**src/rtl/atc_pkg.sv**
```systemverilog
// Shared types, constants and tables for the amplifier telemetry converter.
package atc_pkg;

   localparam int CsrIdxWidth = 2;
   localparam int CsrDataWidth = 12;

   // Quotient bits of the output power divider, one pipeline stage per bit.
   localparam int DivQuotBits = 9;

   typedef enum logic [CsrIdxWidth-1:0] {
      CSR_CAL_HIGH = 2'd0,
      CSR_CAL_LOW  = 2'd1,
      CSR_ATTEN    = 2'd2
   } csr_index_type;

   localparam logic [11:0] CalHighReset = 12'd1833;
   localparam logic [11:0] CalLowReset  = 12'd488;
   localparam logic [4:0]  AttenReset   = 5'd0;

   localparam logic [11:0] GainTopCode = 12'd3781;
   localparam logic [11:0] GainLowCode = 12'd725;

   // Current: 3280*x/45056 = 205*x/2816, and 2816 = 256*11.
   // The /256 is a shift; the /11 is a multiply by ceil(2^15/11), exact below 2^15.
   localparam logic [7:0]  CurNum   = 8'd205;
   localparam logic [11:0] CurRecip = 12'd2979;
   // Voltage factor in Q32.
   localparam logic [24:0] VoltQ32 = 25'd31801355;

   typedef struct packed {
      logic [11:0] lo;
      logic signed [16:0] s;
      logic signed [25:0] b;
   } gain_seg_type;

   function automatic gain_seg_type gain_seg(input logic [3:0] i);
      gain_seg_type g;
      case (i)
         4'd0:    g = '{12'd1515, 17'sd144,   26'sd2402360};
         4'd1:    g = '{12'd1188, 17'sd1003,  26'sd1103292};
         4'd2:    g = '{12'd1005, 17'sd1789,  26'sd166461};
         4'd3:    g = '{12'd897,  17'sd3034,  -26'sd1083166};
         4'd4:    g = '{12'd825,  17'sd4548,  -26'sd2443949};
         4'd5:    g = '{12'd776,  17'sd6685,  -26'sd4206343};
         4'd6:    g = '{12'd746,  17'sd10925, -26'sd7492927};
         4'd7:    g = '{12'd733,  17'sd25205, -26'sd18148432};
         default: g = '{12'd725,  17'sd40960, -26'sd29696000};
      endcase
      return g;
   endfunction

endpackage

```
**src/rtl/atc_divider.sv**
```systemverilog
// Pipelined restoring divider: quotient of 30*numer by a 12-bit divisor, one bit per stage.
module atc_divider
   import atc_pkg::*;
#(
   parameter int Stages = DivQuotBits
) (
   input  logic        clock,
   input  logic        reset,
   input  logic        in_valid,
   input  logic [11:0] numer,   // scaled by 30 here; quotient must stay below 2^Stages
   input  logic [11:0] denom,
   output logic        out_valid,
   output logic [Stages-1:0] quot
);
   // Quotient bits come MSB first; the numerator bits above the quotient
   // width are loaded straight into the first partial remainder.
   logic [20:0] numer_wide;
   assign numer_wide = 21'(numer) * 21'd30;

   logic              v_ff   [1:Stages];
   logic [11:0]       rem_ff [1:Stages];
   logic [Stages-1:0] q_ff   [1:Stages];
   logic [Stages-1:0] n_ff   [1:Stages];
   logic [11:0]       d_ff   [1:Stages];

   genvar k;
   generate
      for (k = 0; k < Stages; k++) begin : g_stage
         logic              v_src;
         logic [11:0]       rem_src;
         logic [Stages-1:0] n_src;
         logic [Stages-1:0] q_src;
         logic [11:0]       d_src;
         logic [12:0]       rem_in;
         logic [13:0]       trial_in;
         if (k == 0) begin : g_first
            assign v_src   = in_valid;
            assign rem_src = 12'(numer_wide[20:Stages]);
            assign n_src   = numer_wide[Stages-1:0];
            assign q_src   = '0;
            assign d_src   = denom;
         end else begin : g_next
            assign v_src   = v_ff[k];
            assign rem_src = rem_ff[k];
            assign n_src   = n_ff[k];
            assign q_src   = q_ff[k];
            assign d_src   = d_ff[k];
         end
         always_comb begin
            rem_in   = {rem_src, n_src[Stages-1]};
            trial_in = {1'b0, rem_in} - {2'b0, d_src};
         end
         always_ff @(posedge clock) begin
            if (reset) begin
               v_ff[k+1] <= 1'b0;
            end else begin
               v_ff[k+1] <= v_src;
            end
            d_ff[k+1] <= d_src;
            n_ff[k+1] <= {n_src[Stages-2:0], 1'b0};
            if (!trial_in[13]) begin
               rem_ff[k+1] <= trial_in[11:0];
               q_ff[k+1]   <= {q_src[Stages-2:0], 1'b1};
            end else begin
               rem_ff[k+1] <= rem_in[11:0];
               q_ff[k+1]   <= {q_src[Stages-2:0], 1'b0};
            end
         end
      end
   endgenerate

   assign out_valid = v_ff[Stages];
   assign quot      = q_ff[Stages];
endmodule

```
**src/rtl/amplifier_telemetry_converter.sv**
```systemverilog
// Top level of the amplifier telemetry converter.
//
// Usage: drive req_* samples with start high while busy is low; busy is tied
// low, so one reading set is taken every cycle. Each transfer yields exactly
// one result, shown on rsp_* for one cycle with done high; the receiver
// cannot hold results off, and none is needed since nothing ever backs up.
// From start to done each item passes through one input register, a 9-stage
// pipelined divider for output power and one output register. Gain, current
// and voltage go through their own multiply stages and are delayed to line
// up with the divider. Throughput: one item per cycle.
// The csr_* port writes power_cal_high (0), power_cal_low (1) and
// attenuation_db (2); writes to other indexes are dropped. Registers are
// sampled with the item at the input stage, so writes take effect for the
// next transfer. Synchronous reset clears the pipeline valid bits and loads
// the calibration defaults.
module amplifier_telemetry_converter
   import atc_pkg::*;
#(
   parameter int DivStages = DivQuotBits
) (
   input  logic        clock,
   input  logic        reset,
   input  logic        start,
   output logic        busy,
   input  logic [11:0] req_power_sample,
   input  logic [11:0] req_current_sample,
   input  logic [11:0] req_gain_sample,
   input  logic [11:0] req_voltage_sample,
   output logic        done,
   output logic signed [5:0] rsp_output_power_dbm,
   output logic [5:0]  rsp_gain_db,
   output logic [7:0]  rsp_current_ma,
   output logic [4:0]  rsp_voltage_v,
   output logic signed [7:0] rsp_input_power_dbm,
   output logic        rsp_calibration_bad,
   input  logic        csr_we,
   input  logic [CsrIdxWidth-1:0] csr_index,
   input  logic [CsrDataWidth-1:0] csr_wdata
);
   localparam int Lat = DivStages;

   // how output power is formed at the output stage
   typedef enum logic [1:0] {
      PM_DIVIDE,   // calibrated line through the divider
      PM_ZERO,     // above the high code, or bad calibration
      PM_FLOOR     // below the low code: -30 dBm
   } power_mode_type;

   typedef enum logic [1:0] {
      GM_CURVE,    // piecewise-linear segment
      GM_TOP,      // saturated at 45 dB
      GM_ZERO      // below the first breakpoint
   } gain_mode_type;

   assign busy = 1'b0;

   // ---- configuration registers
   logic [11:0] cal_high_ff, cal_low_ff;
   logic [4:0]  atten_ff;
   always_ff @(posedge clock) begin
      if (reset) begin
         cal_high_ff <= CalHighReset;
         cal_low_ff  <= CalLowReset;
         atten_ff    <= AttenReset;
      end else if (csr_we) begin
         case (csr_index)
            CSR_CAL_HIGH: cal_high_ff <= csr_wdata;
            CSR_CAL_LOW:  cal_low_ff  <= csr_wdata;
            CSR_ATTEN:    atten_ff    <= csr_wdata[4:0];
            default: ;
         endcase
      end
   end

   // ---- stage 0: input registers and power classification
   logic           v0_ff;
   power_mode_type pmode_ff;
   logic [11:0]    pnum_ff, pden_ff;
   logic           bad_ff;
   logic [11:0]    gs_ff, cs_ff, vs_ff;
   logic [4:0]     att0_ff;
   logic           bad_in;
   power_mode_type pmode_in;
   always_comb begin
      bad_in = cal_high_ff <= cal_low_ff;
      // high clamp wins over the low one
      if (req_power_sample > cal_high_ff)      pmode_in = PM_ZERO;
      else if (req_power_sample < cal_low_ff)  pmode_in = PM_FLOOR;
      else if (bad_in)                         pmode_in = PM_ZERO;
      else                                     pmode_in = PM_DIVIDE;
   end
   always_ff @(posedge clock) begin
      if (reset) v0_ff <= 1'b0;
      else       v0_ff <= start;
      pmode_ff <= pmode_in;
      pnum_ff  <= cal_high_ff - req_power_sample;
      pden_ff  <= cal_high_ff - cal_low_ff;
      bad_ff   <= bad_in;
      gs_ff    <= req_gain_sample;
      cs_ff    <= req_current_sample;
      vs_ff    <= req_voltage_sample;
      att0_ff  <= atten_ff;
   end

   logic                 div_v;
   logic [DivStages-1:0] div_q;
   atc_divider #(.Stages(DivStages)) u_div (
      .clock(clock), .reset(reset), .in_valid(v0_ff),
      .numer(pnum_ff), .denom(pden_ff),
      .out_valid(div_v), .quot(div_q)
   );

   // ---- side path stage 1: products
   gain_seg_type seg, seg_try;
   logic [3:0]   seg_idx;
   always_comb begin
      // lowest-numbered segment whose lower bound is met
      seg_idx = 4'd8;
      for (int i = 7; i >= 0; i--) begin
         seg_try = gain_seg(4'(i));
         if (gs_ff >= seg_try.lo) seg_idx = 4'(i);
      end
      seg = gain_seg(seg_idx);
   end
   logic signed [30:0] gprod_ff;
   logic signed [25:0] gb_ff;
   gain_mode_type      gmode_ff;
   logic [19:0]        cprod_ff;
   logic [36:0]        vprod_ff;
   always_ff @(posedge clock) begin
      gprod_ff <= seg.s * $signed({1'b0, gs_ff});
      gb_ff    <= seg.b;
      gmode_ff <= (gs_ff >= GainTopCode) ? GM_TOP : (gs_ff < GainLowCode) ? GM_ZERO : GM_CURVE;
      cprod_ff <= 20'(cs_ff) * 20'(CurNum);
      vprod_ff <= 37'(vs_ff) * 37'(VoltQ32);
   end

   // ---- side path stage 2: finish gain, current, voltage
   logic signed [31:0] gsum;
   logic [5:0]  gain_in;
   logic [23:0] cur_prod;
   logic [8:0]  cur_q;
   always_comb begin
      gsum = 32'(gprod_ff) + 32'(gb_ff);
      case (gmode_ff)
         GM_TOP:  gain_in = 6'd45;
         GM_ZERO: gain_in = 6'd0;
         default: gain_in = gsum[31] ? 6'd0 : gsum[21:16];
      endcase
      // drop the /256 first, then divide by 11 through the reciprocal
      cur_prod = 24'(cprod_ff[19:8]) * 24'(CurRecip);
      cur_q    = cur_prod[23:15];
   end
   logic [5:0] g2_ff;
   logic [7:0] c2_ff;
   logic [4:0] v2_ff;
   always_ff @(posedge clock) begin
      g2_ff <= gain_in;
      c2_ff <= cur_q[8] ? 8'd255 : cur_q[7:0];
      v2_ff <= vprod_ff[36:32];
   end

   // delay line for side results to meet the divider output
   localparam int SideDly = Lat - 2;
   logic [5:0]     gd_ff [1:SideDly];
   logic [7:0]     cd_ff [1:SideDly];
   logic [4:0]     vd_ff [1:SideDly];
   power_mode_type pm_ff [1:Lat];
   logic           bd_ff [1:Lat];
   logic [4:0]     ad_ff [1:Lat];
   always_ff @(posedge clock) begin
      gd_ff[1] <= g2_ff;
      cd_ff[1] <= c2_ff;
      vd_ff[1] <= v2_ff;
      pm_ff[1] <= pmode_ff;
      bd_ff[1] <= bad_ff;
      ad_ff[1] <= att0_ff;
      for (int i = 1; i < SideDly; i++) begin
         gd_ff[i+1] <= gd_ff[i];
         cd_ff[i+1] <= cd_ff[i];
         vd_ff[i+1] <= vd_ff[i];
      end
      for (int i = 1; i < Lat; i++) begin
         pm_ff[i+1] <= pm_ff[i];
         bd_ff[i+1] <= bd_ff[i];
         ad_ff[i+1] <= ad_ff[i];
      end
   end

   // ---- output stage
   logic signed [5:0] pout_in;
   logic signed [7:0] pin_in;
   always_comb begin
      case (pm_ff[Lat])
         PM_ZERO:  pout_in = 6'sd0;
         PM_FLOOR: pout_in = -6'sd30;
         default:  pout_in = -$signed(6'(div_q));
      endcase
      pin_in = 8'(pout_in) - $signed({2'b0, gd_ff[SideDly]})
               + $signed({3'b0, ad_ff[Lat]});
   end
   always_ff @(posedge clock) begin
      if (reset) done <= 1'b0;
      else       done <= div_v;
      rsp_output_power_dbm <= pout_in;
      rsp_gain_db          <= gd_ff[SideDly];
      rsp_current_ma       <= cd_ff[SideDly];
      rsp_voltage_v        <= vd_ff[SideDly];
      rsp_input_power_dbm  <= pin_in;
      rsp_calibration_bad  <= bd_ff[Lat];
   end

   // ---- checks
   a_pout_range: assert property (@(posedge clock) disable iff (reset)
      done |-> (rsp_output_power_dbm <= 0 && rsp_output_power_dbm >= -30))
      else $error("output power out of range");
   a_gain_range: assert property (@(posedge clock) disable iff (reset)
      done |-> rsp_gain_db <= 6'd45)
      else $error("gain out of range");
   a_bad_zero: assert property (@(posedge clock) disable iff (reset)
      (done && rsp_calibration_bad) |->
         (rsp_output_power_dbm == 0 || rsp_output_power_dbm == -30))
      else $error("bad calibration gave a divided power");
endmodule

```
**config.mk**
```make
export PLATFORM = sky130hd
export DESIGN_NAME = amplifier_telemetry_converter
export DESIGN_NICKNAME = d
export VERILOG_FILES = /design/src/rtl/atc_pkg.sv /design/src/rtl/atc_divider.sv /design/src/rtl/amplifier_telemetry_converter.sv
export SDC_FILE = /design/constraint.sdc
export NUM_CORES = 2
export LEC_CHECK = 0
export ABC_AREA = 1
export BUFFER_PORTS_ARGS = -buffer_cell sky130_fd_sc_hd__buf_2
export CAP_MARGIN = 30
export CELL_PAD_IN_SITES_DETAIL_PLACEMENT = 0
export CELL_PAD_IN_SITES_GLOBAL_PLACEMENT = 1
export CORE_UTILIZATION = 44
export DETAILED_ROUTE_END_ITERATION = 7
export PLACE_DENSITY = 0.73
export SLEW_MARGIN = 20
export SYNTH_ARGS = -nofsm -noshare
export SYNTH_HDL_FRONTEND = slang
export SYNTH_SLANG_ARGS = --single-unit
```
**constraint.sdc**
```tcl
create_clock -name clock -period 14.2 [get_ports clock]
set_clock_uncertainty 0.1 [all_clocks]
set_input_delay 1.42 -clock clock [delete_from_list [all_inputs] [get_ports clock]]
set_output_delay 1.42 -clock clock [all_outputs]
set_load 0.02 [all_outputs]
```
==> flow_summary.json <==
{
  "hold_viol": 0,
  "grt_start_max_net_pins": 30,
  "cts_tree": "built",
  "gr-usage-all-layers": 0.1912,
  "post_cts_resized": 0,
  "arrival_ns": 8.86,
  "gr-total-overflow": 0,
  "die_h_um": 301.4,
  "start_kind": "flip-flop",
  "clk_pin_slew_ns": 0.06,
  "wire_per_inst_um": 14.36,
  "fin_crit_ns": 8.458,
  "synthArstFlopShare": 0,
  "fillerInstances": 8479,
  "hpwl_mm": 68.58,
  "timing.fmax_mhz": 118.2,
  "grt_pass1_wl_mm": 139.7,
  "synth_compound_area_frac": 0.08120,
  "ys_types": 51,
  "final_antenna_net_count": 0,
  "slew-limit-headroom": 0.4553,
  "cts_max_level": 3,
  "synth-simple-area-share": 0.1324,
  "synthMuxAreaShare": 0,
  "critical-path-top-delay-family": "adder cells",
  "start_util": 0.4450,
  "yosysWarnings": 0,
  "dr.pass1.iters": 8,
  "vias_per_cell": 4.714,
  "wl_met3_mm": 3.819,
  "rsz0062_at_grt": "false",
  "tightest_slew_ns": 0.8160,
  "outcome": "complete, but fails checks",
  "synth.avg_cell_area_um2": 8.898,
  "maxCapViolCount": 0,
  "clockRootBuffer": "clkbuf_16",
  "hold_path.class": "flip-flop to flip-flop",
  "critPathSlowestCell": "dfxtp_1",
  "drtIter0Drc": 1308,
  "core_area_um2": 88650,
  "worst_setup_path_end_kind": "flip-flop",
  "cp_common_cell": "nand2_1",
  "worst_ep_required_time_ns": 14.60,
  "finalCritPeriodShare": 0.5956,
  "path_max_fanout": 18,
  "failed_checks": "design-rule violations",
  "synthesis.instances": 4433,
  "drive_gt1_frac": 0.05856,
  "nets": 5492,
  "pin_count": 102,
  "place.gp.congestion": 0.9018,
  "crit_start": "gs_ff[6]",
  "synth_top_flop_cell": "dfxtp_1",
  "drt-met1-wl_mm": 39.81,
  "cts.sinks": 680,
  "num_antenna_cells": 0,
  "multi_input_area_um2": 22410,
  "setup_tns_ns": 0,
  "crit_type": "flip-flop to flip-flop",
  "synth_edf_count": 0,
  "port_buffers": 100,
  "grt_pass1_vias": 28010,
  "ys_seq_area_frac": 0.3451,
  "cts_setup_buffers": 0,
  "slew_viol_final": 0,
  "dp.cells": 5675,
  "drt-total-wl_mm": 83.46,
  "syn_to_final_growth_pct": 11.68,
  "hold_path.startpoint": "u_div.n_ff[0][54]",
  "rows": 109,
  "antenna_found_initial": 1,
  "top_layer": "met4",
  "syn_area_um2": 39450,
  "crit_buf_inv": 5,
  "reg2reg_from": "gs_ff[6]",
  "clkLatencyLatePin_ns": 0.65,
  "die_area_um2": 90850,
  "synth_xor_area_frac": 0.03175,
  "max_stage_delay_ns": 0.85,
  "cts_hold_buf": 0,
  "vias": 27390,
  "numCtsBuffers": 74,
  "finalSetupViolations": 0,
  "synth_top_family_by_area": "adder cells",
  "drc_errors": 11,
  "wl_met2_mm": 37.46,
  "regArea_um2": 13610,
  "dieWidth_um": 301.4,
  "synth-seq-cells": 680,
  "synth_fa_ha_area_frac": 0.3214,
  "clock_path_buffers": 3,
  "instances_no_fill": 5810
}
[sequential cells by signal, indices dropped and copies added (netlist names), 9 cells and up]
name / flops
ad_ff: 45
bd_ff: 9
cal_high_ff: 12
cal_low_ff: 12
cd_ff: 56
cprod_ff: 12
cs_ff: 12
gb_ff: 24
gd_ff: 42
gprod_ff: 30
gs_ff: 12
pden_ff: 12
pm_ff: 18
pnum_ff: 12
u_div.d_ff: 96
u_div.n_ff: 28
u_div.q_ff: 21
u_div.rem_ff: 96
u_div.v_ff: 9
vd_ff: 35
vs_ff: 12
[synth_stat cells, types with 8 or more instances]
cell        n  area, um^2
dfxtp_1   680       13610
nand3_1   124       620.6
a21o_1     29       217.7
fa_1      289        5786
ha_1      551        6894
nand4_1    30       187.7
xnor2_1    53       464.2
o21ai_0   144       720.7
nor3_1     46       230.2
nor2_1    385        1445
inv_1     860        3228
o211ai_1   13       97.59
xor2_1     90       788.3
o31ai_1    11       82.58
a31oi_1    21       131.4
o21bai_1   16       120.1
clkbuf_1   36       135.1
nand2_1   642        2410
nand2_2     8       50.05
a21oi_1   310        1551
inv_2      12       45.04
nor4_1     10       62.56
[final cells by class]
cell class	count	share of cell area
multi-input cells	2846	0.5086
flip-flops and latches	680	0.3090
inverters	874	0.07453
clock buffers	93	0.04615
well taps	1165	0.03309
clock inverters	42	0.01551
repair buffers	110	0.01307
[cells in the final DEF (no fill, tap or decap), types with 16 or more instances in the layout]
| cell | instances |
|---|---|
| nor3_1 | 46 |
| a31oi_1 | 21 |
| buf_2 | 100 |
| nand4_1 | 30 |
| nand3_1 | 124 |
| nor2_1 | 385 |
| o21ai_0 | 142 |
| a21oi_1 | 310 |
| a21o_1 | 29 |
| inv_1 | 860 |
| dfxtp_1 | 680 |
| clkbuf_16 | 74 |
| xnor2_1 | 53 |
| nand2_1 | 642 |
| ha_1 | 551 |
| xor2_1 | 90 |
| o21bai_1 | 16 |
| fa_1 | 289 |
[per-stage QoR]
stage	area, um^2	util	hold WS (ns)	setup slack (ns)
6_report	44050	0.4969	0.1726	5.742
5_1_grt	44050	0.4969	0.1642	5.109
4_1_cts	44050	0.4969	0.1612	5.832
3_5_place_dp	41340	0.4663	0.2121	5.895
3_3_place_gp	41340	0.4663	0.2099	6.070
2_1_floorplan	39490	-	0.2096	7.754
[kinds of logic (layout without fill, tap and decap cells)]
family,after synthesis,in the layout
AO/OA/AOI/OAI,580,580
XOR/XNOR,143,143
adder cells (fa/ha/maj),840,840
buffers and inverters,919,1119
flip-flops,680,680
other,1,13
AND/OR/NAND/NOR,1270,1270
[path summary, 6_finish.rpt]
kind	slack (ns)	endpoint	cells past startpoint
min	0.17	u_div.n_ff[0][63]	0
min reg2reg	0.17	u_div.n_ff[0][63]	0
max reg2reg	5.74	gprod_ff[24]	35
max	5.74	gprod_ff[24]	35
[layer usage]
| layer | up-vias | global-route usage |
|---|---|---|
| met5 | - | 0 |
| met4 | 0 | 0.06345 |
| met3 | 136 | 0.03480 |
| met2 | 498 | 0.3129 |
| met1 | 12460 | 0.2536 |
| li1 | 14300 | - |
[worst register-to-register path, delay by kind of cell, from the launching register on]
| kind | cells | cell delay [ns] |
|---|---|---|
| and+or+nand+nor | 19 | 2.74 |
| adders and majority gates | 7 | 3.29 |
| buffers and inverters | 5 | 0.68 |
| DFF | 1 | 0.85 |
| AOI/OAI and AO/OA | 4 | 0.65 |
Power is not shown: default switching activity piles up to over one toggle a cycle in this logic, so the estimate is an artifact.
